$ cat src/hw/rtl/ttsi_pkg.sv
// ttsi_pkg: shared constants for the tracking table search and interpolation block.
// Used by ttsi_div and tracking_table_search_interp; depends on nothing.
package ttsi_pkg;

   localparam int TBL_DEPTH = 2048;
   localparam int TBL_AW    = $clog2(TBL_DEPTH);

   localparam int DATA_W    = 32;
   localparam int STEP_W    = 10;
   localparam int OFFS_W    = 16;
   localparam int MAXI_W    = 11;
   localparam int ADDR_W    = 11;
   localparam int FRAC_W    = 8;

   // fraction quotient is below step_size * 2^FRAC_W
   localparam int QUO_W     = STEP_W + FRAC_W;
   localparam int PROD_W    = DATA_W + STEP_W;
   localparam int DIV_STEPS = 2;

   localparam int CSR_IDX_W = 2;
   localparam int CSR_DAT_W = 16;

   localparam logic [CSR_IDX_W-1:0] CSR_FALLING = 2'd0;
   localparam logic [CSR_IDX_W-1:0] CSR_STEP    = 2'd1;
   localparam logic [CSR_IDX_W-1:0] CSR_OFFSET  = 2'd2;
   localparam logic [CSR_IDX_W-1:0] CSR_MAXIDX  = 2'd3;

   localparam logic OP_WRITE   = 1'b0;
   localparam logic OP_CONVERT = 1'b1;

endpackage

$ cat src/hw/rtl/ttsi_div.sv
// ttsi_div: restoring divider for the interpolation fraction, DIV_STEPS bits a cycle.
// Depends on ttsi_pkg.
module ttsi_div import ttsi_pkg::*; (
   input  logic                clock,
   input  logic                reset,
   input  logic                start,
   input  logic [DATA_W-1:0]   rem_init,
   input  logic [QUO_W-1:0]    low_init,
   input  logic [DATA_W-1:0]   den,
   output logic                done,
   output logic [QUO_W-1:0]    quo
);

   localparam int ITERS = QUO_W / DIV_STEPS;
   localparam int CNT_W = $clog2(ITERS + 1);

   logic                busy_ff, busy_in;
   logic                done_ff, done_in;
   logic [CNT_W-1:0]    cnt_ff, cnt_in;
   logic [DATA_W-1:0]   rem_ff, rem_in;
   logic [QUO_W-1:0]    low_ff, low_in;
   logic [QUO_W-1:0]    quo_ff, quo_in;

   logic [DATA_W-1:0]   r_step;
   logic [QUO_W-1:0]    l_step;
   logic [QUO_W-1:0]    q_step;
   logic [DATA_W:0]     trial;

   // remainder stays below den, so a trial fits DATA_W+1 bits
   always_comb begin
      r_step = rem_ff;
      l_step = low_ff;
      q_step = quo_ff;
      trial  = '0;
      for (int k = 0; k < DIV_STEPS; k++) begin
         trial  = {r_step, l_step[QUO_W-1]};
         l_step = {l_step[QUO_W-2:0], 1'b0};
         if (trial >= {1'b0, den}) begin
            r_step = DATA_W'(trial - {1'b0, den});
            q_step = {q_step[QUO_W-2:0], 1'b1};
         end else begin
            r_step = trial[DATA_W-1:0];
            q_step = {q_step[QUO_W-2:0], 1'b0};
         end
      end
   end

   always_comb begin
      busy_in = busy_ff;
      done_in = 1'b0;
      cnt_in  = cnt_ff;
      rem_in  = rem_ff;
      low_in  = low_ff;
      quo_in  = quo_ff;
      if (start) begin
         busy_in = 1'b1;
         cnt_in  = CNT_W'(ITERS);
         rem_in  = rem_init;
         low_in  = low_init;
         quo_in  = '0;
      end else if (busy_ff) begin
         rem_in = r_step;
         low_in = l_step;
         quo_in = q_step;
         cnt_in = cnt_ff - CNT_W'(1);
         if (cnt_ff == CNT_W'(1)) begin
            busy_in = 1'b0;
            done_in = 1'b1;
         end
      end
   end

   always_ff @(posedge clock) begin
      if (reset) begin
         busy_ff <= 1'b0;
         done_ff <= 1'b0;
         cnt_ff  <= '0;
      end else begin
         busy_ff <= busy_in;
         done_ff <= done_in;
         cnt_ff  <= cnt_in;
      end
   end

   always_ff @(posedge clock) begin
      rem_ff <= rem_in;
      low_ff <= low_in;
      quo_ff <= quo_in;
   end

   assign done = done_ff;
   assign quo  = quo_ff;

endmodule

$ cat config.mk
export PLATFORM = sky130hd
export DESIGN_NAME = ttsi_div
export DESIGN_NICKNAME = d
export VERILOG_FILES = /design/src/hw/rtl/ttsi_pkg.sv /design/src/hw/rtl/ttsi_div.sv
export SDC_FILE = /design/constraint.sdc
export NUM_CORES = 1
export LEC_CHECK = 0
export ABC_CLOCK_PERIOD_IN_PS = 8800
export BUFFER_PORTS_ARGS = -buffer_cell sky130_fd_sc_hd__buf_2
export CELL_PAD_IN_SITES_DETAIL_PLACEMENT = 1
export CELL_PAD_IN_SITES_GLOBAL_PLACEMENT = 1
export CORE_MARGIN = 2
export CORE_UTILIZATION = 45
export CTS_CLUSTER_DIAMETER = 60
export CTS_CLUSTER_SIZE = 14
export DETAILED_ROUTE_END_ITERATION = 8
export GPL_TIMING_DRIVEN = 0
export PLACE_DENSITY_LB_ADDON = 0.1
export SLEW_MARGIN = 20
export SYNTH_ARGS = -nofsm -noshare
export SYNTH_HDL_FRONTEND = slang
export SYNTH_SLANG_ARGS = --single-unit
$ cat constraint.sdc
create_clock -name clock -period 8.8 [get_ports clock]
set_clock_uncertainty 0.2 [all_clocks]
set_input_delay 1.76 -clock clock [delete_from_list [all_inputs] [get_ports clock]]
set_output_delay 1.76 -clock clock [all_outputs]
set_load 0.05 [all_outputs]
==> results_dict.tcl <==
set metrics [dict create \
    first_pass_iters 5 \
    cts_max_path_buffers 2 \
    drt_iter0_drc 373 \
    maxSlewHeadroom_pct 26.55 \
    drc 0 \
    grt_pass1_wl_mm 38.32 \
    synth_nets 1000 \
    ant_nets 0 \
    max_stage_delay_ns 0.78 \
    clk_latency_ns 0.36 \
    die_h_um 131.2 \
    core-area_um2 15830 \
    antenna_found_initial 1 \
    post_cts_buffers 0 \
    rrSetupSlack_ns 1.36 \
    cts_tree "built" \
    synth_edf_count 50 \
    hold_viol 0 \
    routedWlPerCell_um 20.35 \
    reg2regPathDepth 22 \
    numCtsBuffers 9 \
    cp-end-kind "flip-flop" \
    vias 6892 \
    r2r-end "rem_ff[26]$_DFFE_PP_" \
    rsz0062_at_grt "false" \
    first_global_vias 7062 \
    wl_mm 24.04 \
    min_period_ns 8.517 \
    cp_slowest_cell "a31oi_1" \
    port_buffers 102 \
    holdPathEnd "quo[16]$_SDFFE_PP0P_" \
    holdPathStages 2 \
    syn_area_per_cell_um2 8.596 \
    yosysSeqAreaShare_pct 27.22 \
    ys_async_sr_fraction_pct 0 \
    die-area_um2 17210 \
    drv_slew 0 \
    grt_max_degree 51 \
    ios 104 \
    finalCritPeriodShare_pct 96.78 \
    cts-resized-gates 0 \
    worstSetupStartpointType "input port" \
    via_per_inst 5.836 \
    setup_viol 0 \
    critical-path-top-delay-family "compound AO/OA/AOI/OAI gates" \
    holdCritStartpoint "quo[16]$_SDFFE_PP0P_" \
    n_antenna_cell 0 \
    hp-class "flip-flop to flip-flop" \
    cp_max_fo 10 \
    yosysUniqueCellTypes 68 \
    rows 46 \
    initial_utilization_pct 46.00 \
    required_ns 8.70 \
    grt_overflow 0 \
    ys_seq_elements 74 \
    finalNetCount 1113 \
    crit_arrival_ns 8.42 \
    grt_use_total_pct 28.11 \
    synth-main-ff-cell "edfxtp_1" \
    synth_top_area_share_pct 20.62 \
    crit_buf_inv 4 \
    cts.sinks 74 \
    num-fill-cells 1967 \
    cts_hold_buf 0 \
    path_class "input port to flip-flop" \
    maxCapViolations 0 \
    tightest_slew_ns 1.097 \
    die_w_um 131.2 \
    synth_area_leaders "edfxtp_1, ha_1, dfxtp_1" \
    cts_root_buffer "clkbuf_16" \
    syn-cell-area_um2 7281 \
    syn_to_final_growth_pct 15.23 \
    path_clk_slew_ns 0.06 \
    netlist_instances 847 \
    synth_area_leader_cell "edfxtp_1" \
    dp_hpwl_mm 18.07 \
    drive_gt1_share_pct 19.90 \
    htreeDepth 3 \
    worstReg2RegStart "rem_ff[19]$_DFFE_PP_" \
    status "complete, no violations" \
    crit_chain "buf_2 > inv_1 > ha_1 > a21o_1 > o21ai_1 > a32o_1 > a211o_1 > and4_1 > o31a_1 > buf_6 > o21ai_2 > buf_2 > mux2_2 > ha_1 > nand3_1 > nor3_1 > o21ai_0 > a21o_1 > a31oi_1 > a21bo_2 > a41oi_1 > o211ai_4 > mux2_2 > mux2_2" \
    fmax_mhz 117.4 \
    crit_top_cell "mux2_2" \
    ys_warn_count 0 \
    gp_congestion 0.9081 \
    fin_tns_setup_ns 0 \
]
[how the worst max path moves through the flow]
| stage | from | end | slack, ns | cells after the start |
|---|---|---|---|---|
| floorplan | den[7] | rem_ff[26]$_DFFE_PP_ | 1.64 | 22 |
| finish | den[7] | rem_ff[26]$_DFFE_PP_ | 0.28 | 24 |
| global route | den[20] | rem_ff[18]$_DFFE_PP_ | 0.05 | 25 |
| CTS | den[20] | rem_ff[26]$_DFFE_PP_ | 0.25 | 24 |
| global placement | den[20] | rem_ff[26]$_DFFE_PP_ | 0.13 | 24 |
| detailed placement | den[20] | rem_ff[26]$_DFFE_PP_ | 0.008 | 24 |
[metal layers]
| metal | vias up | global-route usage [%] | share of wire (%) |
|---|---|---|---|
| met5 | - | 0 | 0 |
| met4 | 0 | 8.756 | 2.1 |
| met3 | 30 | 4.012 | 4.6 |
| met2 | 181 | 46.67 | 46 |
| met1 | 3339 | 37.89 | 47 |
| li1 | 3342 | - | - |
[logic make-up (layout without fill, tap and decap cells)]
family,Yosys count,count (layout),synth area share (%)
buf+inv,106,224,6.771
xor+xnor,54,54,6.496
flops,74,74,27.22
compound gates,246,246,22.41
mux,74,74,10.76
simple gates,225,225,14.45
fa+ha+maj,68,68,11.89
[cell usage after synthesis, drive strengths merged, types with 13 or more instances]
| library cell | instances |
|---|---|
| edfxtp | 50 |
| dfxtp | 24 |
| mux2 | 34 |
| ha | 66 |
| xnor2 | 35 |
| nor2 | 77 |
| xor2 | 19 |
| inv | 58 |
| a21oi | 81 |
| nor3 | 15 |
| o21ai | 38 |
| a21o | 25 |
| nand2 | 56 |
| clkbuf | 13 |
| mux2i | 40 |
| nand3 | 21 |
| buf | 35 |
[worst min-delay path, cell delays in order (launching register included)]
cell	delay, ns
dfxtp_1	0.33
mux2i_1	0.07
nor2_1	0.08
[cell type report]
| type | count | area (um^2) | share of cell area, % |
|---|---|---|---|
| Timing Repair Buffer | 102 | 510.5 | 6.085 |
| Tap cell | 216 | 270.3 | 3.221 |
| Multi-Input combinational cell | 667 | 4826 | 57.52 |
| Sequential cell | 74 | 1982 | 23.62 |
| Buffer | 48 | 275.3 | 3.281 |
| Inverter | 58 | 217.7 | 2.595 |
| Clock buffer | 14 | 290.3 | 3.460 |
| Clock inverter | 2 | 17.52 | 0.2088 |
[registers in the layout, indices dropped and copies added, names as in the netlist]
| name | cells |
|---|---|
| busy_ff | 1 |
| cnt_ff | 4 |
| done | 1 |
| low_ff | 18 |
| quo | 18 |
| rem_ff | 32 |
[layout by cell type (no fill, tap or decap), types with 17 or more instances in the layout]
cell type	instances
a21o_1	25
a21oi_1	81
buf_2	109
buf_4	17
dfxtp_1	24
edfxtp_1	50
ha_1	66
inv_1	57
mux2_2	34
mux2i_1	40
nand2_1	56
nand3_1	21
nor2_1	77
o21ai_0	31
xnor2_1	35
xor2_1	19
[stage by stage]
stage	worst slack [ns]	instances	cell area, um^2	hold WS (ns)	util, %
2_1_floorplan	1.643	847	7281	0.2683	-
6_report	0.2832	1181	8389	0.3084	53.00
4_1_cts	0.2541	1181	8372	0.3157	52.89
3_3_place_gp	0.1337	1165	8061	0.2804	50.93
3_5_place_dp	0.007645	1165	8064	0.2987	50.95
5_1_grt	0.05440	1181	8389	0.3501	53.00
Power is left out: the tool's default activity adds up to more than one toggle a clock period on the data nets, which glitch-free logic cannot reach.
